==> src/rtl/bcd_as_pkg.sv <==
// ----------------------------------------------------------------------------
// BCD add/subtract package
// Shared widths, opcode codes, operand/result records and a digit clamp
// function for the signed packed-BCD adder/subtractor.
// ----------------------------------------------------------------------------
package bcd_as_pkg;

  localparam int DIGITS_DEF = 16;
  localparam int DIGITS_MAX = 16;
  localparam int DATA_W     = 4 * DIGITS_MAX;

  typedef enum logic {
    OPC_ADD = 1'b0,
    OPC_SUB = 1'b1
  } opc_t;

  typedef struct packed {
    opc_t              opcode;
    logic              a_negative;
    logic [DATA_W-1:0] a_digits;
    logic              b_negative;
    logic [DATA_W-1:0] b_digits;
  } operands_t;

  typedef struct packed {
    logic              result_negative;
    logic [DATA_W-1:0] result_digits;
    logic              saturated;
  } result_t;

  // read any non-decimal nibble as nine
  function automatic logic [DATA_W-1:0] clamp_digits(input logic [DATA_W-1:0] v);
    logic [DATA_W-1:0] r;
    r = v;
    for (int i = 0; i < DIGITS_MAX; i++) begin
      if (v[4*i +: 4] > 4'd9) begin
        r[4*i +: 4] = 4'd9;
      end
    end
    return r;
  endfunction

endpackage

==> src/rtl/bcd_as_in_if.sv <==
// ----------------------------------------------------------------------------
// Operand channel
// Valid/ready channel carrying the opcode and the two signed BCD operands.
// ----------------------------------------------------------------------------
interface bcd_as_in_if;

  logic                          valid;
  logic                          ready;
  logic                          opcode;
  logic                          a_negative;
  logic [bcd_as_pkg::DATA_W-1:0] a_digits;
  logic                          b_negative;
  logic [bcd_as_pkg::DATA_W-1:0] b_digits;

  modport source (
    output valid, opcode, a_negative, a_digits, b_negative, b_digits,
    input  ready
  );

  modport sink (
    input  valid, opcode, a_negative, a_digits, b_negative, b_digits,
    output ready
  );

endinterface

==> src/rtl/bcd_as_out_if.sv <==
// ----------------------------------------------------------------------------
// Result channel
// Valid/ready channel carrying the signed BCD result and saturation flag.
// ----------------------------------------------------------------------------
interface bcd_as_out_if;

  logic                          valid;
  logic                          ready;
  logic                          result_negative;
  logic [bcd_as_pkg::DATA_W-1:0] result_digits;
  logic                          saturated;

  modport source (
    output valid, result_negative, result_digits, saturated,
    input  ready
  );

  modport sink (
    input  valid, result_negative, result_digits, saturated,
    output ready
  );

endinterface

==> src/rtl/bcd_as_core.sv <==
// ----------------------------------------------------------------------------
// BCD add/subtract datapath
// Decimal sum by excess-six binary add, decimal differences by binary
// subtract with per-digit borrow correction, magnitude compare and sign.
// ----------------------------------------------------------------------------
module bcd_as_core #(
  parameter int DIGITS = bcd_as_pkg::DIGITS_DEF
) (
  input  bcd_as_pkg::operands_t op,
  output bcd_as_pkg::result_t   res
);

  localparam int W = 4 * DIGITS;

  logic [bcd_as_pkg::DATA_W-1:0] a_cl;
  logic [bcd_as_pkg::DATA_W-1:0] b_cl;
  logic [W-1:0]                  a_m;
  logic [W-1:0]                  b_m;
  logic [W-1:0]                  a_ex6;
  logic [W:0]                    sum_bin;
  logic [W:0]                    sum_cy;
  logic [W:0]                    dab_bin;
  logic [W:0]                    dab_bw;
  logic [W:0]                    dba_bin;
  logic [W:0]                    dba_bw;
  logic [W-1:0]                  sum_dec;
  logic [W-1:0]                  dab_dec;
  logic [W-1:0]                  dba_dec;
  logic [W-1:0]                  mag;
  logic                          eff_sub;
  logic                          a_ge_b;
  logic                          ovf;

  assign a_cl = bcd_as_pkg::clamp_digits(op.a_digits);
  assign b_cl = bcd_as_pkg::clamp_digits(op.b_digits);
  assign a_m  = a_cl[W-1:0];
  assign b_m  = b_cl[W-1:0];

  assign a_ex6   = a_m + {DIGITS{4'h6}};
  assign sum_bin = {1'b0, a_ex6} + {1'b0, b_m};
  assign sum_cy  = {1'b0, a_ex6} ^ {1'b0, b_m} ^ sum_bin;

  assign dab_bin = {1'b0, a_m} - {1'b0, b_m};
  assign dab_bw  = {1'b0, a_m} ^ {1'b0, b_m} ^ dab_bin;
  assign dba_bin = {1'b0, b_m} - {1'b0, a_m};
  assign dba_bw  = {1'b0, b_m} ^ {1'b0, a_m} ^ dba_bin;

  for (genvar i = 0; i < DIGITS; i++) begin : g_dig
    assign sum_dec[4*i +: 4] = sum_cy[4*i+4] ? sum_bin[4*i +: 4]
                                             : sum_bin[4*i +: 4] - 4'd6;
    assign dab_dec[4*i +: 4] = dab_bw[4*i+4] ? dab_bin[4*i +: 4] - 4'd6
                                             : dab_bin[4*i +: 4];
    assign dba_dec[4*i +: 4] = dba_bw[4*i+4] ? dba_bin[4*i +: 4] - 4'd6
                                             : dba_bin[4*i +: 4];
  end

  assign ovf     = sum_bin[W];
  assign a_ge_b  = ~dab_bin[W];
  assign eff_sub = (op.opcode == bcd_as_pkg::OPC_SUB) ^ op.a_negative ^ op.b_negative;

  always_comb begin
    if (!eff_sub) begin
      mag = ovf ? {DIGITS{4'h9}} : sum_dec;
    end else if (a_ge_b) begin
      mag = dab_dec;
    end else begin
      mag = dba_dec;
    end
  end

  assign res.result_negative = op.a_negative ^ (eff_sub & ~a_ge_b);
  assign res.result_digits   = bcd_as_pkg::DATA_W'(mag);
  assign res.saturated       = ~eff_sub & ovf;

endmodule

==> src/rtl/bcd_sign_magnitude_add_sub.sv <==
// ----------------------------------------------------------------------------
// Signed packed-BCD adder/subtractor
// Path: an operand transfer is held in the input register, then in the
//   result register, which drives result valid.
// Throughput: one operand pair per cycle while the output is not
//   back-pressured. Both stages hold under output back-pressure.
// Reset: synchronous active-low rst_n clears both stage valid flags.
// ----------------------------------------------------------------------------
module bcd_sign_magnitude_add_sub #(
  parameter int DIGITS = bcd_as_pkg::DIGITS_DEF
) (
  input  logic         clk,
  input  logic         rst_n,
  bcd_as_in_if.sink    in_chan,
  bcd_as_out_if.source out_chan
);

  logic                  s1_valid_r;
  logic                  s1_valid_nxt;
  bcd_as_pkg::operands_t s1_op_r;
  logic                  s2_valid_r;
  logic                  s2_valid_nxt;
  bcd_as_pkg::result_t   s2_res_r;
  bcd_as_pkg::result_t   core_res;
  bcd_as_pkg::operands_t in_op;
  logic                  s2_free;
  logic                  in_xfer;

  assign in_op.opcode     = bcd_as_pkg::opc_t'(in_chan.opcode);
  assign in_op.a_negative = in_chan.a_negative;
  assign in_op.a_digits   = in_chan.a_digits;
  assign in_op.b_negative = in_chan.b_negative;
  assign in_op.b_digits   = in_chan.b_digits;

  assign s2_free       = ~s2_valid_r | out_chan.ready;
  assign in_chan.ready = ~s1_valid_r | s2_free;
  assign in_xfer       = in_chan.valid & in_chan.ready;

  bcd_as_core #(
    .DIGITS (DIGITS)
  ) u_core (
    .op  (s1_op_r),
    .res (core_res)
  );

  always_comb begin
    s1_valid_nxt = s1_valid_r;
    if (in_xfer) begin
      s1_valid_nxt = 1'b1;
    end else if (s2_free) begin
      s1_valid_nxt = 1'b0;
    end
    s2_valid_nxt = s2_free ? s1_valid_r : 1'b1;
  end

  always_ff @(posedge clk) begin
    if (!rst_n) begin
      s1_valid_r <= 1'b0;
      s2_valid_r <= 1'b0;
    end else begin
      s1_valid_r <= s1_valid_nxt;
      s2_valid_r <= s2_valid_nxt;
    end
  end

  // hold payloads unless the stage advances
  always_ff @(posedge clk) begin
    if (in_xfer) begin
      s1_op_r <= in_op;
    end
    if (s2_free && s1_valid_r) begin
      s2_res_r <= core_res;
    end
  end

  assign out_chan.valid           = s2_valid_r;
  assign out_chan.result_negative = s2_res_r.result_negative;
  assign out_chan.result_digits   = s2_res_r.result_digits;
  assign out_chan.saturated       = s2_res_r.saturated;

  a_in_loads_s1 : assert property (@(posedge clk) disable iff (!rst_n)
    in_xfer |=> s1_valid_r)
    else $error("operand transfer not captured in input stage");

  a_s1_moves_to_s2 : assert property (@(posedge clk) disable iff (!rst_n)
    (s1_valid_r && s2_free) |=> s2_valid_r)
    else $error("input stage advanced without filling result stage");

  a_sat_is_nines : assert property (@(posedge clk) disable iff (!rst_n)
    (out_chan.valid && out_chan.saturated) |->
      (out_chan.result_digits == bcd_as_pkg::DATA_W'({DIGITS{4'h9}})))
    else $error("saturated result is not all nines");

  a_reset_empty : assert property (@(posedge clk)
    $past(!rst_n) |-> (!out_chan.valid && in_chan.ready))
    else $error("pipeline not empty after reset");

endmodule
==> src/flat_wrapper.sv <==
// flat-port wrapper written by rule: the top's interface ports become plain ports
module bcd_sign_magnitude_add_sub_flat 
#(
  parameter int DIGITS = bcd_as_pkg::DIGITS_DEF
)
  (clk, rst_n, in_chan_valid, in_chan_opcode, in_chan_a_negative, in_chan_a_digits, in_chan_b_negative, in_chan_b_digits, in_chan_ready, out_chan_valid, out_chan_result_negative, out_chan_result_digits, out_chan_saturated, out_chan_ready);
  bcd_as_in_if in_chan_i ();
  bcd_as_out_if out_chan_i ();
  input  logic clk;
  input  logic rst_n;
  input wire logic [$bits(in_chan_i.valid)-1:0] in_chan_valid;
  input wire logic [$bits(in_chan_i.opcode)-1:0] in_chan_opcode;
  input wire logic [$bits(in_chan_i.a_negative)-1:0] in_chan_a_negative;
  input wire logic [$bits(in_chan_i.a_digits)-1:0] in_chan_a_digits;
  input wire logic [$bits(in_chan_i.b_negative)-1:0] in_chan_b_negative;
  input wire logic [$bits(in_chan_i.b_digits)-1:0] in_chan_b_digits;
  output wire logic [$bits(in_chan_i.ready)-1:0] in_chan_ready;
  output wire logic [$bits(out_chan_i.valid)-1:0] out_chan_valid;
  output wire logic [$bits(out_chan_i.result_negative)-1:0] out_chan_result_negative;
  output wire logic [$bits(out_chan_i.result_digits)-1:0] out_chan_result_digits;
  output wire logic [$bits(out_chan_i.saturated)-1:0] out_chan_saturated;
  input wire logic [$bits(out_chan_i.ready)-1:0] out_chan_ready;
  assign in_chan_i.valid = in_chan_valid;
  assign in_chan_i.opcode = in_chan_opcode;
  assign in_chan_i.a_negative = in_chan_a_negative;
  assign in_chan_i.a_digits = in_chan_a_digits;
  assign in_chan_i.b_negative = in_chan_b_negative;
  assign in_chan_i.b_digits = in_chan_b_digits;
  assign in_chan_ready = in_chan_i.ready;
  assign out_chan_valid = out_chan_i.valid;
  assign out_chan_result_negative = out_chan_i.result_negative;
  assign out_chan_result_digits = out_chan_i.result_digits;
  assign out_chan_saturated = out_chan_i.saturated;
  assign out_chan_i.ready = out_chan_ready;
  bcd_sign_magnitude_add_sub #(.DIGITS(DIGITS)) u_core (.clk(clk), .rst_n(rst_n), .in_chan(in_chan_i), .out_chan(out_chan_i));
endmodule
==> config.mk <==
export PLATFORM = sky130hd
export DESIGN_NAME = bcd_sign_magnitude_add_sub_flat
export DESIGN_NICKNAME = d
export VERILOG_FILES = /design/src/rtl/bcd_as_pkg.sv /design/src/rtl/bcd_as_in_if.sv /design/src/rtl/bcd_as_out_if.sv /design/src/rtl/bcd_as_core.sv /design/src/rtl/bcd_sign_magnitude_add_sub.sv /design/src/flat_wrapper.sv
export SDC_FILE = /design/constraint.sdc
export NUM_CORES = 1
export LEC_CHECK = 0
export CELL_PAD_IN_SITES_DETAIL_PLACEMENT = 1
export CELL_PAD_IN_SITES_GLOBAL_PLACEMENT = 1
export CORE_ASPECT_RATIO = 2
export CORE_UTILIZATION = 43
export DETAILED_ROUTE_END_ITERATION = 6
export DONT_BUFFER_PORTS = 1
export PLACE_DENSITY_LB_ADDON = 0.3
export RECOVER_POWER = 100
export SKIP_LAST_GASP = 1
export SYNTH_ARGS = -nofsm -noshare
export SYNTH_HDL_FRONTEND = slang
export SYNTH_SLANG_ARGS = --single-unit
==> constraint.sdc <==
create_clock -name clk -period 6 [get_ports clk]
set_input_delay 0.6 -clock clk [delete_from_list [all_inputs] [get_ports clk]]
set_output_delay 0.6 -clock clk [all_outputs]
set_load 0.02 [all_outputs]
# ---- Word level (Yosys, flattened, before mapping)
# Index checks and enable logic that the tools add are counted.
dict set report op_classes {
  addsub 52
  n_mul 0
  n_div 0
  order_cmp 32
  eq_ne 0
  shift 0
  mux 86
  bitwise 16
  reduce_logical 2
}
# operator count
set op_table {}
lappend op_table {{two-way mux 4 bit} 80}
lappend op_table {{two-way mux 64 bit} 3}
lappend op_table {{subtractor 4 x 3 -> 4 bit, second input constant} 48}
lappend op_table {{subtractor 64 x 64 -> 65 bit} 2}
lappend op_table {{bitwise XOR 64 x 65 -> 65 bit} 2}
lappend op_table {{greater-than comparator 4 bit, second input constant} 32}
lappend op_table {{bitwise XOR 64 bit} 2}
lappend op_table {{adder 64 x 64 -> 65 bit} 1}
lappend op_table {{bitwise XOR 65 bit} 1}
lappend op_table {{adder 64 x 63 -> 64 bit, second input constant} 1}
lappend op_table {{AND 1 bit} 3}
lappend op_table {{two-way mux 1 bit} 3}
lappend op_table {{inverter 1 bit} 3}
lappend op_table {{bitwise XOR 1 bit} 3}
lappend op_table {{bitwise OR 1 bit} 2}
lappend op_table {{nonzero test 2 bit} 1}
lappend op_table {{logical AND 1 bit} 1}
dict set report word_totals {
  regBits 199
  latchBits 0
  ram_bits 0
  romBits 0
  elab_cells 198
  n_memories 0
}

# ---- Longest topological paths before layout
dict set report logic_depth {
  depth_word 8
  ltp_mapped 30
}

# ---- By module
# Synthesis repeated with hierarchy kept, for this count alone.
dict set report hier_totals {
  cells_unflattened 2812
  area_unflattened_um2 23130.9
}
# mod instances cells_each area_each_um2 seq_area_each_um2
set by_module_without_submodules {}
lappend by_module_without_submodules {bcd_as_core 1 2606 17111.4 0.0}
lappend by_module_without_submodules {bcd_sign_magnitude_add_sub 1 206 6019.5 5955.7}

# ---- Worst setup path before layout
# OpenSTA, ideal clock, no wires.
dict set report synth_timing {
  path_kind {reg-to-reg}
  start {reg u_core.s1_op_r[68] (netlist bit)}
  end {reg u_core.s2_res_r (netlist bit u_core.out_chan.result_digits[59]) (data pin)}
  setup_time_ns 0.167
  t_arrival_ns 5.946
  required_time_ns 5.833
  setup_slack_ns -0.113
  path_stages_with_launch 29
  path_buffers 2
  period_less_slack_ns 6.113
  cell_sequence {edfxtp_1 inv_1 nand2_1 ha_1 and2b_2 o211a_1 and2_4 nand3_4 or3_1 buf_2 or3_4 nor3_4 nand3_1 xnor2_1 ha_1 clkbuf_1 nand4_1 nor3b_1 o21ai_0 o21ai_0 a2111oi_0 nor3b_1 a41oi_1 xnor2_1 ha_1 o41a_1 o211a_1 a21o_1 a211oi_1}
}
# item line
set synth_lines {}
lappend synth_lines {{start, declared} bcd_sign_magnitude_add_sub.sv:20} ;# bcd_as_pkg::operands_t s1_op_r;
lappend synth_lines {{start signal, assigned} bcd_sign_magnitude_add_sub.sv:69} ;# s1_op_r <= in_op;
lappend synth_lines {{end signal, assigned} bcd_sign_magnitude_add_sub.sv:72} ;# s2_res_r <= core_res;
lappend synth_lines {{end, declared} bcd_sign_magnitude_add_sub.sv:23} ;# bcd_as_pkg::result_t s2_res_r;

==> metrics.md <==
| Metric | Value |
|---|---|
| Warnings from Yosys | `0` |
| Kind of critical path | `flop to flop` |
| Fill cell count | `6389` |
| Worst-margin pin slew | `3.946 ns` |
| Hold path depth | `0` |
| Initial DRC count | `approximately 1.6k` |
| F_max | `158.0 MHz` |
| Total Nets Final | `3461` |
| # hold bufs at CTS | `0` |
| Hold slack | `0.1708 ns` |
| HP Start | `in_chan_b_digits[51]` |
| Num CTS Buffers | `17` |
| Worst-path clk slew | `0.09 ns` |
| Crit. End Element | `flop` |
| Overflow after GRT | `0` |
| H-tree depth reported by CTS | `4` |
| CTS tree | `built` |
| DRT Pass-1 Iters | `7` |
| Dpl cell area | `between 20000 and 30000 um^2` |
| Via/cell ratio | `6.565` |
| Synthesis-stage register bit count | `199` |
| Share of layout cells above drive strength 1 | `0.1838` |
| Yosys cell types | `a little under 100` |
| RSZ-0062 raised after global routing | `true` |
| Synthesized cell area | `approximately 23000 um^2` |
| Flip-flop and latch area | `5956 um^2` |
| Vias after detailed routing | `~25k` |
| Largest buffer count on any clock path | `2` |
| Post-synthesis sequential area ratio | `0.2557` |
| Outcome | `finished with violations` |
| VDD IR-drop max | `0.0002230 V` |
| Period utilization | `1.055` |
| Fin. Hold Viols | `0` |
| Static Leakage | `12.18 nW` |
| Worst endpoint required time | `about 6.4 ns` |
| Fin util | `0.5218` |
| Synth Area per Inst | `8.158 um^2` |
| Top cells by area, synth | `edfxtp_1 (25%), ha_1 (13%), a21oi_1 (6.5%)` |
| Area leader, netlist | `edfxtp_1` |
| Worst Setup Slack, final | `-0.3309 ns` |
| Critical-path top delay cell | `or4_4` |
| Antenna Nets Post-Route | `0` |
| Post-Syn Nets | `about 3.2k` |
| Max-slew violations | `approximately 190` |
| Main synth FF type | `edfxtp_1` |
| Syn Inst Count | `2855` |
| Setup Skew | `between 0.015 and 0.02 ns` |
| Clk sinks | `199` |
| RePlAce Congestion | `between 1 and 1.5` |
| Synth async-reset ratio | `0` |
| Worst Setup SP | `u_core.s1_op_r[68]` |
| Clk root buf | `clkbuf_16` |
| Slowest stage delay, CP | `0.50 ns` |
| First-pass GRT wire length | `between 150000 and 200000 um` |
| Core Rows | `120` |
| Area of the die | `about 55000 um^2` |
| Hold Crit Class | `input port to flop` |
| Finished Cell Area | `27890 um^2` |
| Port bufs | `0` |
| Die width | `166.6 um` |
| Final worst path period need | `6.331 ns` |
| Drt wl/cell | `~32 um` |
| Multi-input gate area | `16870 um^2` |
| Final Routed Wirelength | `122000 um` |
| Arr. time, crit path | `6.68 ns` |
| Starting Density | `0.4357` |
| Crit-path max FO | `4` |
| Io pins | `between 200 and 250` |
| Core Region | `about 53000 um^2` |
| Die height | `331.1 um` |
| Failing checks | `DRC, capacitance limit, slew limit, setup timing` |
| Clk Latency, worst-skew pair | `0.52 ns` |
| Max Cap Viol | `3` |
| Pin count of the biggest net entering global routing | `68` |
| Vias in the first global route | `26.62k` |
| # DRC | `9` |
| Final Setup Violations | `56` |
| Gr usage total | `0.4302` |
| Total Power | `0.007431 W` |
| Post-synth EDFFs | `197` |
| Synth-to-Final Area Change | `19.76%` |
| R2r startpoint | `u_core.s1_op_r[68]` |
| Pwr per Cell Area | `266.4 nW/um^2` |
| Slew HR | `-1.631` |
| Top cell type's share of synthesized area | `0.2540` |
| DP HPWL | `between 100000 and 150000 um` |
| Startpoint types | `flop` |
| R2R depth | `28` |
| Initial antenna violation count | `1` |
[final timing paths]
kind	end	slack (ns)
worst min-delay path	u_core.s1_op_r[51]	0.17
worst max register to register	u_core.out_chan.result_digits[46]	-0.33
worst min register to register	u_core.out_chan.valid	0.54
worst max-delay path	u_core.out_chan.result_digits[46]	-0.33
[kinds of logic (layout without fill, tap and decap cells)]
logic type,after synthesis,after routing,share of synthesized area
mux,51,51,0.02240
buf+inv,340,581,0.05834
compound gates,959,959,0.2683
other cells,0,1,0
fa+ha+maj,242,242,0.1310
xor+xnor,248,248,0.09627
flops,199,199,0.2557
simple gates,816,816,0.1679
[report_power, final]
part,internal [W],switching [W]
combinational,0.00166,0.00267
clock,0.000618,0.000618
sequential,0.00171,0.000153
[cell usage after synthesis (10+ instances only)]
| cell type | instances |
|---|---|
| o211ai_1 | 23 |
| o21bai_1 | 58 |
| a22oi_1 | 14 |
| nand4_1 | 65 |
| a211oi_1 | 33 |
| or2_2 | 19 |
| ha_1 | 239 |
| nand2b_1 | 34 |
| a31oi_1 | 20 |
| or3_1 | 16 |
| and3_1 | 20 |
| a21o_1 | 113 |
| inv_1 | 187 |
| nor2_1 | 203 |
| edfxtp_1 | 197 |
| o21a_1 | 34 |
| a21boi_0 | 14 |
| a221o_1 | 10 |
| nand3_1 | 31 |
| a221oi_1 | 14 |
| nor3_1 | 65 |
| mux2i_1 | 42 |
| clkbuf_1 | 118 |
| o22ai_1 | 16 |
| buf_2 | 26 |
| nor4_1 | 15 |
| o31ai_1 | 17 |
| o21ai_0 | 164 |
| xor2_1 | 87 |
| a21oi_1 | 303 |
| nand2_1 | 269 |
| a211o_1 | 11 |
| and2_1 | 20 |
| nor2b_1 | 22 |
| xnor2_1 | 156 |
[sequential cells by signal, indices dropped and copies added, names as in the netlist]
register	cells
u_core.out_chan.valid	1
u_core.out_chan.result_digits	64
u_core.s1_op_r	131
u_core.out_chan.saturated	1
u_core.s1_valid_r	1
u_core.out_chan.result_negative	1
[worst max-delay path, delay by kind of cell (launching register included)]
family,cells,cell delay (ns)
AND/OR/NAND/NOR,12,3.16
AO/OA/AOI/OAI,8,1.26
buffers and inverters,5,0.77
adder cells (fa/ha/maj),2,0.42
flip-flops,1,0.42
XOR/XNOR,1,0.12
[metrics by stage]
step | setup TNS (ns) | setup WS, ns | cells
2_1_floorplan | 0 | 0.01594 | 2855
3_3_place_gp | -5.824 | -0.7822 | 3701
3_5_place_dp | -7.568 | -0.7318 | 3701
4_1_cts | -0.3751 | -0.1268 | 3750
5_1_grt | -13.93 | -0.5324 | 3768
6_report | -8.079 | -0.3309 | 3768
[repair_timing]
item | in CTS | in global routing
setup buffers | 21 | 21
endpoints found under the setup margin | 48 | 54
gates resized for setup | 68 | 119
pin swaps | 40 | 39
cloned | 0 | 2
[cell type report]
cell class                 count  area share
antenna                        1  0.00008972
clock buffer                  19     0.01552
clock inverter                12    0.005114
inverter                     187     0.02517
multi-input combinational   2316      0.6048
sequential                   199      0.2135
tap                          671     0.03010
timing repair buffer         363      0.1057
[routing by layer]
metal  global-route usage  part of all wire
met5                    0                 0
met4               0.5451              0.15
met3              0.08449             0.053
met2               0.7918              0.51
met1               0.3456              0.29
[cell usage in the layout, fill, tap and decap left out, types with 112 or more instances in the layout]
cell type	Yosys	final
buf_4	2	333
a21o_1	113	112
edfxtp_1	197	197
o21ai_0	164	152
a21oi_1	303	290
xnor2_1	156	147
inv_1	187	186
nor2_1	203	194
ha_1	239	233
nand2_1	269	264
Note: power is estimated with default switching activity, not from simulation.
